[src/rtl/sprp_pkg.sv]
// Shared types and constants of the strong probable prime test.
// No dependencies; compile before every other file of the block.
package sprp_pkg;

  localparam int NUM_WIDTH_DEF = 32;
  localparam int OPND_W        = 32;
  localparam int CFG_DATA_W    = 32;
  localparam int CFG_ADDR_W    = 3;

  // Register index as seen on paddr[2].
  localparam logic REG_WITNESS_BASE = 1'b0;
  localparam logic [CFG_DATA_W-1:0] WITNESS_BASE_RST = 32'd2;

  typedef enum logic [3:0] {
    S_IDLE,
    S_STRIP,
    S_REDUCE,
    S_EXP_TEST,
    S_MUL_X,
    S_MUL_B,
    S_SQ_TEST,
    S_MUL_SQ,
    S_DONE
  } sprp_state_t;

endpackage

[src/rtl/sprp_mulmod.sv]
// Bit-serial modular multiplier: (a * b) mod n, one bit of a per cycle.
// Depends on sprp_pkg. Requires b < n and n >= 2; n and b held by the caller.
module sprp_mulmod import sprp_pkg::*; #(
  parameter int NUM_WIDTH = NUM_WIDTH_DEF
) (
  input  logic                 clk,
  input  logic                 rst_n,
  input  logic                 go,
  input  logic [OPND_W-1:0]    opnd_a,
  input  logic [NUM_WIDTH-1:0] opnd_b,
  input  logic [NUM_WIDTH-1:0] modulus,
  output logic                 done,
  output logic [NUM_WIDTH-1:0] result
);

  localparam int CNT_W = $clog2(OPND_W);
  localparam int T_W   = NUM_WIDTH + 2;

  logic [OPND_W-1:0]    a_sr_r, a_sr_nxt;
  logic [NUM_WIDTH-1:0] b_r, b_nxt;
  logic [NUM_WIDTH-1:0] acc_r, acc_nxt;
  logic [CNT_W-1:0]     cnt_r, cnt_nxt;
  logic                 busy_r, busy_nxt;
  logic                 done_r, done_nxt;

  logic [T_W-1:0] t_sum;
  logic [T_W-1:0] n1;
  logic [T_W-1:0] n2;
  logic [T_W-1:0] t_red;

  // acc < n and b < n, so 2*acc + b < 3n: at most two subtractions of n.
  always_comb begin
    n1    = T_W'(modulus);
    n2    = n1 << 1;
    t_sum = (T_W'(acc_r) << 1) + (a_sr_r[OPND_W-1] ? T_W'(b_r) : '0);
    if (t_sum >= n2) begin
      t_red = t_sum - n2;
    end else if (t_sum >= n1) begin
      t_red = t_sum - n1;
    end else begin
      t_red = t_sum;
    end
  end

  always_comb begin
    a_sr_nxt = a_sr_r;
    b_nxt    = b_r;
    acc_nxt  = acc_r;
    cnt_nxt  = cnt_r;
    busy_nxt = busy_r;
    done_nxt = 1'b0;
    if (go) begin
      a_sr_nxt = opnd_a;
      b_nxt    = opnd_b;
      acc_nxt  = '0;
      cnt_nxt  = '0;
      busy_nxt = 1'b1;
    end else if (busy_r) begin
      a_sr_nxt = a_sr_r << 1;
      acc_nxt  = t_red[NUM_WIDTH-1:0];
      cnt_nxt  = cnt_r + CNT_W'(1);
      if (cnt_r == CNT_W'(OPND_W - 1)) begin
        busy_nxt = 1'b0;
        done_nxt = 1'b1;
      end
    end
  end

  always_ff @(posedge clk) begin
    if (!rst_n) begin
      busy_r <= 1'b0;
      done_r <= 1'b0;
      cnt_r  <= '0;
    end else begin
      busy_r <= busy_nxt;
      done_r <= done_nxt;
      cnt_r  <= cnt_nxt;
    end
  end

  always_ff @(posedge clk) begin
    a_sr_r <= a_sr_nxt;
    b_r    <= b_nxt;
    acc_r  <= acc_nxt;
  end

  assign done   = done_r;
  assign result = acc_r;

endmodule

[src/rtl/strong_probable_prime_test_top.sv]
// Strong probable prime test (Miller-Rabin, one base). One candidate at a time:
// after a transfer on the input the block writes n-1 as d*2^s, reduces the base
// mod n, runs square-and-multiply over d and then up to s squarings, and offers
// one result. Every modular multiplication runs in one shared bit-serial unit
// that steps through all 32 bits of the multiplier operand; candidates below two
// skip the arithmetic and go straight to the result. The input opens again in
// the cycle the result shows.
// A result waiting on out_stall does not hold off the next candidate; it only
// holds the block once that candidate's result is ready.
// Depends on sprp_pkg and sprp_mulmod.
module strong_probable_prime_test_top import sprp_pkg::*; #(
  parameter int NUM_WIDTH = NUM_WIDTH_DEF
) (
  input  logic                  clk,
  input  logic                  rst_n,
  input  logic                  in_valid,
  output logic                  in_stall,
  input  logic [31:0]           in_candidate,
  output logic                  out_valid,
  input  logic                  out_stall,
  output logic                  out_probable_prime,
  output logic                  out_invalid_candidate,
  input  logic                  cfg_psel,
  input  logic                  cfg_penable,
  input  logic                  cfg_pwrite,
  input  logic [CFG_ADDR_W-1:0] cfg_paddr,
  input  logic [CFG_DATA_W-1:0] cfg_pwdata,
  output logic [CFG_DATA_W-1:0] cfg_prdata,
  output logic                  cfg_pready
);

  localparam int SW = $clog2(NUM_WIDTH);

  sprp_state_t state_r, state_nxt;

  logic [CFG_DATA_W-1:0] witness_base_r;
  logic [NUM_WIDTH-1:0]  n_r, d_r, x_r, b_r;
  logic [SW-1:0]         s_r, r_r;
  logic                  res_r, inv_r;
  logic                  out_valid_r, out_pp_r, out_inv_r;
  logic                  go_r, go_nxt;

  logic [NUM_WIDTH-1:0] cand_n;
  logic [NUM_WIDTH-1:0] n_minus_1;
  logic                 cand_small;
  logic                 out_free;
  logic                 out_load;
  logic                 cfg_wr;

  logic [OPND_W-1:0]    mul_a;
  logic [NUM_WIDTH-1:0] mul_b;
  logic                 mul_done;
  logic [NUM_WIDTH-1:0] mul_res;

  assign cand_n     = in_candidate[NUM_WIDTH-1:0];
  assign cand_small = (cand_n[NUM_WIDTH-1:1] == '0);
  assign n_minus_1  = n_r - NUM_WIDTH'(1);

  // Configuration port
  assign cfg_pready = 1'b1;
  assign cfg_wr     = cfg_psel && cfg_penable && cfg_pwrite && cfg_pready
                      && (cfg_paddr[2] == REG_WITNESS_BASE);
  assign cfg_prdata = (cfg_paddr[2] == REG_WITNESS_BASE) ? witness_base_r : '0;

  always_ff @(posedge clk) begin
    if (!rst_n) begin
      witness_base_r <= WITNESS_BASE_RST;
    end else if (cfg_wr) begin
      witness_base_r <= cfg_pwdata;
    end
  end

  // Next state
  always_comb begin
    state_nxt = state_r;
    case (state_r)
      S_IDLE: begin
        if (in_valid) state_nxt = cand_small ? S_DONE : S_STRIP;
      end
      S_STRIP: begin
        if (d_r[0]) state_nxt = S_REDUCE;
      end
      S_REDUCE: begin
        if (mul_done) state_nxt = S_EXP_TEST;
      end
      S_EXP_TEST: begin
        if (d_r == '0) begin
          state_nxt = (x_r == NUM_WIDTH'(1)) ? S_DONE : S_SQ_TEST;
        end else if (d_r[0]) begin
          state_nxt = S_MUL_X;
        end else begin
          state_nxt = S_MUL_B;
        end
      end
      S_MUL_X: begin
        if (mul_done) state_nxt = S_MUL_B;
      end
      S_MUL_B: begin
        if (mul_done) state_nxt = S_EXP_TEST;
      end
      S_SQ_TEST: begin
        state_nxt = (r_r == s_r || x_r == n_minus_1) ? S_DONE : S_MUL_SQ;
      end
      S_MUL_SQ: begin
        if (mul_done) state_nxt = S_SQ_TEST;
      end
      S_DONE: begin
        if (out_free) state_nxt = S_IDLE;
      end
      default: state_nxt = S_IDLE;
    endcase
  end

  // Control outputs
  always_comb begin
    in_stall = (state_r != S_IDLE);
    out_free = !out_valid_r || !out_stall;
    out_load = (state_r == S_DONE) && out_free;
    // launch the multiplier on entry to any multiply state
    go_nxt   = (state_nxt != state_r)
               && (state_nxt inside {S_REDUCE, S_MUL_X, S_MUL_B, S_MUL_SQ});
  end

  // Multiplier operands
  always_comb begin
    case (state_r)
      S_REDUCE: begin
        mul_a = witness_base_r;
        mul_b = NUM_WIDTH'(1);
      end
      S_MUL_X: begin
        mul_a = OPND_W'(x_r);
        mul_b = b_r;
      end
      S_MUL_B: begin
        mul_a = OPND_W'(b_r);
        mul_b = b_r;
      end
      default: begin
        mul_a = OPND_W'(x_r);
        mul_b = x_r;
      end
    endcase
  end

  sprp_mulmod #(
    .NUM_WIDTH (NUM_WIDTH)
  ) u_mulmod (
    .clk     (clk),
    .rst_n   (rst_n),
    .go      (go_r),
    .opnd_a  (mul_a),
    .opnd_b  (mul_b),
    .modulus (n_r),
    .done    (mul_done),
    .result  (mul_res)
  );

  always_ff @(posedge clk) begin
    if (!rst_n) begin
      state_r     <= S_IDLE;
      go_r        <= 1'b0;
      out_valid_r <= 1'b0;
    end else begin
      state_r <= state_nxt;
      go_r    <= go_nxt;
      if (out_load) begin
        out_valid_r <= 1'b1;
      end else if (!out_stall) begin
        out_valid_r <= 1'b0;
      end
    end
  end

  // Datapath
  always_ff @(posedge clk) begin
    if (out_load) begin
      out_pp_r  <= res_r;
      out_inv_r <= inv_r;
    end
    case (state_r)
      S_IDLE: begin
        if (in_valid) begin
          n_r   <= cand_n;
          d_r   <= cand_n - NUM_WIDTH'(1);
          s_r   <= '0;
          res_r <= 1'b0;
          inv_r <= cand_small;
        end
      end
      S_STRIP: begin
        if (!d_r[0]) begin
          d_r <= d_r >> 1;
          s_r <= s_r + SW'(1);
        end
      end
      S_REDUCE: begin
        if (mul_done) begin
          b_r <= mul_res;
          x_r <= NUM_WIDTH'(1);
        end
      end
      S_EXP_TEST: begin
        if (d_r == '0) begin
          res_r <= (x_r == NUM_WIDTH'(1));
          r_r   <= '0;
        end
      end
      S_MUL_X: begin
        if (mul_done) x_r <= mul_res;
      end
      S_MUL_B: begin
        if (mul_done) begin
          b_r <= mul_res;
          d_r <= d_r >> 1;
        end
      end
      S_SQ_TEST: begin
        res_r <= (r_r != s_r) && (x_r == n_minus_1);
      end
      S_MUL_SQ: begin
        if (mul_done) begin
          x_r <= mul_res;
          r_r <= r_r + SW'(1);
        end
      end
      default: ;
    endcase
  end

  assign out_valid             = out_valid_r;
  assign out_probable_prime    = out_pp_r;
  assign out_invalid_candidate = out_inv_r;

endmodule

[config.mk]
export PLATFORM = sky130hd
export DESIGN_NAME = strong_probable_prime_test_top
export DESIGN_NICKNAME = d
export VERILOG_FILES = /design/src/rtl/sprp_pkg.sv /design/src/rtl/sprp_mulmod.sv /design/src/rtl/strong_probable_prime_test_top.sv
export SDC_FILE = /design/constraint.sdc
export NUM_CORES = 1
export LEC_CHECK = 0
export ABC_AREA = 1
export BUFFER_PORTS_ARGS = -buffer_cell sky130_fd_sc_hd__buf_2
export CELL_PAD_IN_SITES_DETAIL_PLACEMENT = 0
export CELL_PAD_IN_SITES_GLOBAL_PLACEMENT = 1
export CORE_MARGIN = 8
export CORE_UTILIZATION = 43
export CTS_BUF_LIST = sky130_fd_sc_hd__clkbuf_4
export DETAILED_ROUTE_END_ITERATION = 6
export PLACE_DENSITY = 0.85
export RECOVER_POWER = 50
export SLEW_MARGIN = 30
export SYNTH_ARGS = -nofsm -noshare
export SYNTH_HDL_FRONTEND = slang
export SYNTH_SLANG_ARGS = --single-unit
[constraint.sdc]
create_clock -name clk -period 4.1 [get_ports clk]
set_clock_uncertainty 0.05 [all_clocks]
set_input_delay 0.205 -clock clk [delete_from_list [all_inputs] [get_ports clk]]
set_output_delay 0.205 -clock clk [all_outputs]
set_load 0.005 [all_outputs]
-- Word-level counts from Yosys, hierarchy flattened
Cells that the tools add are included.
- register bits: 283
- input bits: 74
- output and inout bits: 37
- logic and storage cells: 136
- add/sub/neg operators: 8
- $lt $le $gt $ge: 2
- equal/unequal tests: 26
- muxes and demuxes: 42
- bitwise operators: 3
- reductions and logical operators: 34
- operator list (kind ; count):
    two-way mux 32 bit ; 11
    case mux 32 bit (2 select lines) ; 3
    case mux 32 bit (3 select lines) ; 1
    subtractor 32 x 1 -> 32 bit, second input constant ; 2
    subtractor 32 bit ; 2
    two-way mux 4 bit ; 10
    adder 33 x 32 -> 34 bit ; 1
    >= comparator 34 x 32 -> 1 bit ; 1
    >= comparator 34 x 33 -> 1 bit ; 1
    == test 32 x 1 -> 1 bit, second input constant ; 1
    == test 32 bit ; 1
    logical NOT 32 bit ; 1
    case mux 4 bit (8 select lines) ; 1
    logical NOT 31 bit ; 1
    == test 4 x 3 -> 1 bit, second input constant ; 7
    two-way mux 5 bit ; 4
    case mux 5 bit (2 select lines) ; 2
    adder 5 x 1 -> 5 bit, second input constant ; 3
    AND reduction 3 bit ; 5
    == test 4 x 2 -> 1 bit, second input constant ; 3
    != test 2 x 1 -> 1 bit, second input constant ; 5
    two-way mux 1 bit ; 9
    nonzero test 2 bit ; 4
    nonzero test 4 bit ; 2
    18 further kinds ; 34

-- Logic depth before layout (Yosys ltp)
Gate-level depths: netlist of run 1.
- depth after elaboration: 8
- depth in mapped cells: 32
- mapped depth without buffers: 31

-- Modules after synthesis
From an unflattened synthesis of run 1, not the netlist that was laid out.
- cells, all modules: 2973
- area, all modules: 21348.0 µm²
- modules (own cells, without submodules) (module ; instances ; cells an instance ; area an instance (µm²) ; sequential area each (µm²)):
    sprp_mulmod ; 1 ; 1651 ; 10847.9 ; 2702.6
    strong_probable_prime_test_top ; 1 ; 1322 ; 10500.1 ; 5024.8

-- Least setup slack after synthesis of run 1
OpenSTA, ideal clock, no wires.
- path kind: register to register
- from: reg u_mulmod.a_sr_r[31]
- to: reg u_mulmod.acc_r[22] (netlist: u_mulmod.result[22])
- library setup time: 0.070 ns
- data arrival time: 4.091 ns
- data required time: 3.980 ns
- path slack: -0.111 ns
- cell stages (with the launch flop): 32
- path buffers: 2
- clock period less this slack: 4.211 ns
- cells stage by stage: edfxtp_1 clkbuf_1 nand2_1 inv_1 ha_1 inv_1 fa_1 inv_1 nand3_1 nand3_1 nand2_1 nand2_1 nand3_1 nand2_1 a21oi_1 or2_2 nand2_1 ha_1 a21oi_1 inv_1 a21oi_1 o21ai_0 a21oi_1 nand2_1 nand2_1 nand2_1 nand2_1 nand2_2 inv_2 buf_2 o211ai_1 a21oi_1
- longest elaborated chain between the ends: 5
- elaborated cells on any way between the ends: 8
- classes of those cells: add/sub: 3; order compare: 2; mux: 3
- RTL lines (what ; line ; source):
    start: declaration ; sprp_mulmod.sv:19 ; logic [OPND_W-1:0] a_sr_r, a_sr_nxt;
    start signal: assignment ; sprp_mulmod.sv:82 ; a_sr_r <= a_sr_nxt;
    two-way mux 32 bit * ; sprp_mulmod.sv:35 ; t_sum = (T_W'(acc_r) << 1) + (a_sr_r[OPND_W-1] ? T_W'(b_r) : '0);
    adder 33 x 32 -> 34 bit * ; sprp_mulmod.sv:35 ;
    subtractor 32 bit or >= comparator 34 x 32 -> 1 bit (tied branches) ; sprp_mulmod.sv:39, sprp_mulmod.sv:38 ;
    two-way mux 32 bit ; sprp_mulmod.sv:38 ; end else if (t_sum >= n1) begin
    two-way mux 32 bit * ; sprp_mulmod.sv:36 ; if (t_sum >= n2) begin
    end signal: assignment ; sprp_mulmod.sv:84 ; acc_r <= acc_nxt;
    end: declaration ; sprp_mulmod.sv:21 ; logic [NUM_WIDTH-1:0] acc_r, acc_nxt;
Every way passes the cells marked *; elsewhere a longest branch is shown, timed or not.
A chain may end at the register's enable or synchronous reset.

-- Worst setup path in the final report of run 1
- from: reg u_mulmod.a_sr_r[31]
- to: reg u_mulmod.acc_r[10] (netlist: u_mulmod.result[10])
Same word-level chain as after synthesis.

==> metrics.md, run 1 <==
| Metric | Value |
|---|---|
| Run status | `complete, but fails checks` |
| Failing checks | `capacitance limit, slew limit, setup timing` |
| Unique masters post-synth | `61` |
| Worst vdd ir | `0.7510 mV` |
| Proportion of layout cells with a drive suffix above 1 | `0.2755` |
| Post-synthesis xor/xnor area fraction | `0.05402` |
| H-tree levels | `3` |
| Ys flop type | `edfxtp_1` |
| DP Cell Count | `3728` |
| HP Class | `in2reg` |
| Unrepaired setup endpoints after global routing | `yes` |
| Final setup viols | `32` |
| GRT overflow | `0` |
| Final worst path period share | `1.086` |
| Multiplexer share of the synthesized area | `0` |
| IO Port Bufs | `107` |
| Crit-path most repeated cell | `nand2_1` |
| Power per cell area | `976.7 mW/mm2` |
| Synthesized cell area | `0.01994 mm2` |
| Post-synthesis simple-gate area fraction | `0.2316` |
| GRT Util Overall | `0.2957` |
| Area added between synthesis and finish | `41.62%` |
| First-pass iteration count of the detailed router | `6` |
| Syn Inst Count | `2673` |
| CTS tree | `yes` |
| Clk root buf | `clkbuf_4` |
| Number of nets in the layout | `3531` |
| Placed cell areas | `0.02409 mm2` |
| Via count | `21880` |
| First-pass GRT wire length | `122900 um` |
| Rows | `79` |
| Startpoint Class | `flip-flop` |
| Vias in the first global route | `21180` |
| Initial antenna violation count | `2` |
| Post-synthesis compound-gate area fraction | `0.1722` |
| Slew headroom | `-0.7160` |
| Async SR Flop Fraction | `0` |
| Setup ws final | `-0.3518 ns` |
| Die Y | `231.4 um` |
| Worst path required time | `4.80 ns` |
| Max_cap viols | `3` |
| CP arrival | `5.15 ns` |
| Post-Syn Area per Cell | `7.461 um2` |
| Die area | `0.05353 mm2` |
| Skew-Pair Late Insertion Delay | `0.84 ns` |
| Fmax | `224.6 MHz` |
| CTS sink cnt | `283` |
| Die Wd | `231.4 um` |
| DRC Markers | `0` |
| Vias per Instance | `5.433` |
| Crit-path slowest cell | `edfxtp_1` |
| Measured slew at the worst slew-check pin | `2.574 ns` |
| HPWL after DPL | `62920 um` |
| Placer congestion estimate | `1.035` |
| Synth Warn # | `0` |
| Routed WL | `81580 um` |
| Initial DRC Count | `1951` |
| Fraction of the yosys area taken by sequential cells | `0.3875` |
| CP endpoint kind | `flip-flop` |
| Non-filler instance count after layout | `4027` |
| CP peak stage delay | `0.38 ns` |
| Filler cell count | `4170` |
| Post-DRT Antenna Nets | `0` |
| Worst Setup Path Type | `reg2reg` |
| Final Cell Area | `0.02824 mm2` |
| Post-route minimum period | `4.452 ns` |
| Synthesized Nets | `2851` |
| Largest family of logic cells by synthesized area | `simple AND/OR/NAND/NOR gates` |
| Clock slew at reported path FFs | `0.07 ns` |
| Largest net degree at the start of global routing | `64` |
| # IOs | `111` |
| Setup_tns | `-9.773 ns` |
| Post-synth EDFFs | `206` |
| Synth Area in Adders | `0.06638` |
| CTS buffer count | `79` |
| Clock tree buffer depth | `3` |
| WL/cell | `20.26 um` |
| Core Footprint | `0.04616 mm2` |
| Pre-CTS setup slack | `-0.7550 ns` |
| Yosys reg bits | `283` |
| Max-slew violations | `104` |
| Starting Density | `0.4320` |
| PnR Total Power | `27580 uW` |
| Crit-path max FO | `6` |
| P_leak | `0.01257 uW` |
| Final Hold Viols | `0` |
final timing paths:
| check | start | endpoint | slack (ns) | depth (start not counted) |
|---|---|---|---|---|
| max | u_mulmod.a_sr_r[31]$_DFFE_PP_ | u_mulmod.result[10]$_SDFFE_PP0P_ | -0.35 | 28 |
| min | in_candidate[16] | n_r[16]$_DFFE_PP_ | 0.20 | 2 |
| max reg2reg | u_mulmod.a_sr_r[31]$_DFFE_PP_ | u_mulmod.result[10]$_SDFFE_PP0P_ | -0.35 | 28 |
| min reg2reg | inv_r$_DFFE_PP_ | out_invalid_candidate$_DFFE_PP_ | 0.37 | 0 |
cells in the mapped netlist, types with 4 or more instances:
cell type,instances,area share
nand2_1,499,0.094
inv_1,384,0.072
nor2_1,330,0.062
a21oi_1,255,0.064
edfxtp_1,206,0.31
o21ai_0,190,0.048
nand3_1,107,0.027
ha_1,101,0.063
dfxtp_1,77,0.077
xor2_1,73,0.032
o22ai_1,61,0.019
clkbuf_1,53,0.010
xnor2_1,50,0.022
nand4_1,36,0.011
nor3_1,33,0.0083
nor4_1,27,0.0085
o21ai_1,24,0.0060
a21o_1,15,0.0056
o21bai_1,13,0.0049
o211ai_1,11,0.0041
nor2_2,10,0.0031
a22o_1,9,0.0040
nand2_2,9,0.0028
or2_2,9,0.0028
buf_2,8,0.0020
a221oi_1,6,0.0026
a31oi_1,6,0.0019
o21a_1,5,0.0019
a21boi_0,4,0.0015
buf_1,4,0.00075
inv_2,4,0.00075
where the power goes:
part           switching (uW)  internal, uW
Clock                    1280          1540
Combinational           11100          9600
Sequential                392          3650
critical path, delay by kind of cell (launching register included):
family,cells,cell delay (ns)
AOI/OAI and AO/OA,10,1.60
xor gates and xnor gates,1,0.18
adders and majority gates,2,0.46
buffers and inverters,7,0.93
DFF,1,0.38
and+or+nand+nor,8,0.77
flip-flops by register name (all words and copies together), names as in the netlist, 4 cells and up:
| register | count |
|---|---|
| x_r | 32 |
| witness_base_r | 32 |
| u_mulmod.result | 32 |
| r_r | 5 |
| d_r | 32 |
| s_r | 5 |
| u_mulmod.a_sr_r | 32 |
| u_mulmod.cnt_r | 5 |
| state_r | 4 |
| u_mulmod.b_r | 32 |
| n_r | 32 |
| b_r | 32 |
layout by cell type (no fill, tap or decap), types with 94 or more instances in the layout:
cell	netlist	layout
inv_1	384	362
a21oi_1	255	185
edfxtp_1	206	206
nand2_1	499	447
clkbuf_1	53	94
dlygate4sd3_1	0	100
o21ai_0	190	157
buf_4	2	388
nor2_1	330	301
clkbuf_4	0	129
cell families (layout without fill, tap and decap cells):
family,after synthesis,count (layout)
and+or+nand+nor,1084,1086
AOI/OAI and AO/OA,619,619
buffers and inverters,459,1200
DFF,283,283
xor gates and xnor gates,123,123
adders and majority gates,104,104
other,1,5
per-stage QoR:
stage	hold slack (ns)	util
final	0.1956	0.6119
after global routing	0.1471	0.6119
after detailed placement	0.3610	0.5219
after global placement	0.3633	0.5218
after CTS	0.05759	0.5942
after floorplan	0.2539	-
layout make-up:
| class | instances | area, um2 | share of cell area |
|---|---|---|---|
| antenna | 4 | 10.01 | 0.0003544 |
| sequential | 283 | 7727 | 0.2736 |
| timing repair inverter | 2 | 22.52 | 0.0007974 |
| timing repair buffer | 664 | 5032 | 0.1782 |
| inverter | 390 | 1491 | 0.05281 |
| clock buffer | 128 | 960.9 | 0.03402 |
| tap | 607 | 759.5 | 0.02689 |
| multi-input combinational | 1933 | 12110 | 0.4287 |
| clock inverter | 16 | 132.6 | 0.004696 |
routing by layer:
layer	up-vias	routed length (um)	track usage	part of all wire
met5	-	0	0	0
met3	139	7003	0.04304	0.086
met2	968	36350	0.4641	0.45
met1	10330	35270	0.4126	0.43
li1	10450	-	-	-
met4	0	2959	0.1031	0.036
what timing repair did:
action | CTS | global route
resized for setup | 196 | 212
pin swaps | 54 | 101
gates cloned | 11 | 3
setup endpoints to repair | 32 | 32
hold endpoints to repair | 109 | 0
hold buffers | 100 | 0
setup buffers | 24 | 17
(Power assumes the default switching activity.)
==> run 2: changes to the inputs <==
--- a/config.mk
+++ b/config.mk
@@ -15,6 +15,8 @@
 export DETAILED_ROUTE_END_ITERATION = 6
 export PLACE_DENSITY = 0.85
 export RECOVER_POWER = 50
+export REMOVE_ABC_BUFFERS = 1
+export SETUP_SLACK_MARGIN = 0.1
 export SLEW_MARGIN = 30
 export SYNTH_ARGS = -nofsm -noshare
 export SYNTH_HDL_FRONTEND = slang
==> run 2 against run 1 <==
The run still ends with capacitance limit, slew limit, setup timing left. Design area increased by 3.0%. Global-route usage increased by 0.46 points. Die area unchanged. Sequential power about the same. Worst hold slack got worse by 0.11 ns. Non-clock buffer count increased by 34. First-iteration DRC count increased by 13%. Setup slack got worse by 0.12 ns. Sequential cell count unchanged. Critical endpoint is now u_mulmod.result[6]$_SDFFE_PP0P_.
==> metrics.md, run 2 (synthesis gave the netlist of run 1 again) <==
| Metric | Value |
|---|---|
| Run status | `complete, but fails checks` |
| Failing checks | `capacitance limit, slew limit, setup timing` |
| Crit-path max FO | `12` |
| Vias per Instance | `5.406` |
| First-pass iteration count of the detailed router | `7` |
| Commonest cells after routing, fill and taps aside | `nand2_1 (433), buf_4 (407), inv_1 (350)` |
| Clock tree buffer depth | `3` |
| Starting Density | `0.4320` |
| Post-route minimum period | `4.572 ns` |
| CP top delay family | `simple AND/OR/NAND/NOR gates` |
| GRT Util Overall | `0.3003` |
| WL/cell | `20.56 um` |
| Die Wd | `231.4 um` |
| Clk root buf | `clkbuf_4` |
| Pre-CTS setup slack | `-0.6949 ns` |
| First-pass GRT wire length | `124200 um` |
| Fmax | `218.7 MHz` |
| H-tree levels | `3` |
| CP Buf/Inv Count | `7` |
| Crit-path most repeated cell | `nand2_2` |
| Vias in the first global route | `21370` |
| Die area | `0.05353 mm2` |
| Placed cell areas | `0.02407 mm2` |
| Via count | `21990` |
| Unrepaired setup endpoints after global routing | `yes` |
| P_leak | `0.01273 uW` |
| Post-DRT Antenna Nets | `0` |
| Final Hold Viols | `0` |
| # IOs | `111` |
| Initial antenna violation count | `2` |
| Worst Setup Path Type | `reg2reg` |
| Largest net degree at the start of global routing | `57` |
| Final worst path period share | `1.115` |
| Proportion of layout cells with a drive suffix above 1 | `0.3051` |
| CTS buffer count | `80` |
| CP arrival | `5.19 ns` |
| Crit-path slowest cell | `edfxtp_1` |
| Setup ws final | `-0.4724 ns` |
| HP Class | `in2reg` |
| Rows | `79` |
| Hold Slack | `0.08646 ns` |
| Worst vdd ir | `0.5862 mV` |
| IO Port Bufs | `107` |
| Measured slew at the worst slew-check pin | `2.318 ns` |
| Initial DRC Count | `2209` |
| Filler cell count | `4134` |
| CTS tree | `yes` |
| Final core occ | `0.6301` |
| Skew-Pair Late Insertion Delay | `0.85 ns` |
| Core Footprint | `0.04616 mm2` |
| Die Y | `231.4 um` |
| CP endpoint kind | `flip-flop` |
| Startpoint Class | `flip-flop` |
| Final Cell Area | `0.02909 mm2` |
| CP peak stage delay | `0.51 ns` |
| Slew headroom | `-0.5453` |
| Setup_tns | `-12.35 ns` |
| Power per cell area | `978.8 mW/mm2` |
| Placer congestion estimate | `1.072` |
| Number of nets in the layout | `3563` |
| Worst path required time | `4.72 ns` |
| Max_cap viols | `5` |
| HPWL after DPL | `63250 um` |
| Routed WL | `83610 um` |
| DRC Markers | `0` |
| Clock slew at reported path FFs | `0.08 ns` |
| CTS sink cnt | `283` |
| Final setup viols | `32` |
| Most common cell after layout, fill and taps aside | `nand2_1` |
| GRT overflow | `0` |
| Max-slew violations | `179` |
| Area added between synthesis and finish | `45.84%` |
[run 2: metrics by stage]
stage	std cells	total power [uW]
after CTS	4026	25870
final	4067	28470
after global routing	4061	30010
after floorplan	2604	11470
after global placement	3725	19830
after detailed placement	3725	19850
[run 2: power by group]
| part | switching [uW] | internal [uW] | total, uW | leakage [uW] |
|---|---|---|---|---|
| clock | 1310 | 1460 | 2770 | 0.000642 |
| combinational | 11400 | 10200 | 21600 | 0.00951 |
| sequential | 428 | 3640 | 4070 | 0.00258 |
| total | 13200 | 15300 | 28500 | 0.0127 |
[run 2: cell type report]
class	instances	area [um2]	area share
multi-input cells	1931	12600	0.4334
inverters	390	1505	0.05175
well taps	607	759.5	0.02611
diodes	9	22.52	0.0007743
clock buffers	111	833.3	0.02865
repair inverters	1	11.26	0.0003872
flip-flops and latches	283	7727	0.2657
clock inverters	37	244.0	0.008389
repair buffers	698	5378	0.1849
[run 2: worst paths after layout]
kind	to	slack (ns)	depth (start not counted)	startpoint
min reg2reg	out_probable_prime$_DFFE_PP_	0.39	0	res_r$_DFFE_PP_
max	u_mulmod.result[6]$_SDFFE_PP0P_	-0.47	27	u_mulmod.a_sr_r[31]$_DFFE_PP_
min	witness_base_r[0]$_SDFFE_PN0P_	0.09	4	cfg_penable
max reg2reg	u_mulmod.result[6]$_SDFFE_PP0P_	-0.47	27	u_mulmod.a_sr_r[31]$_DFFE_PP_
[run 2: worst register-to-register path: stages, from the launching register on]
cell	delay, ns
edfxtp_1	0.51
buf_6	0.21
nand2_1	0.06
inv_1	0.06
ha_4	0.30
buf_4	0.11
nand2_1	0.07
nor2_2	0.20
nand2_1	0.14
nand3_4	0.12
nand2_2	0.06
nand2_2	0.08
nand3_2	0.07
nand2_2	0.09
buf_4	0.12
xor2_2	0.14
buf_6	0.16
ha_4	0.23
a21oi_4	0.17
o21ai_2	0.08
a21oi_2	0.18
o2111ai_4	0.16
nand2_2	0.13
nand4_4	0.17
buf_6	0.19
buf_12	0.14
o211ai_1	0.29
a21oi_1	0.12
[run 2: metal layers]
| layer | global-route usage | share of wire |
|---|---|---|
| met5 | 0 | 0 |
| met1 | 0.4134 | 0.43 |
| met4 | 0.1388 | 0.045 |
| met2 | 0.4618 | 0.44 |
| met3 | 0.04450 | 0.081 |
[run 2: what timing repair did]
action,4_1_cts,5_1_grt
hold endpoints to repair,111,0
pin swaps,74,75
setup endpoints to repair,32,32
gates resized for setup,311,203
setup buffers,41,32
hold buffers,105,0
gates cloned,7,2
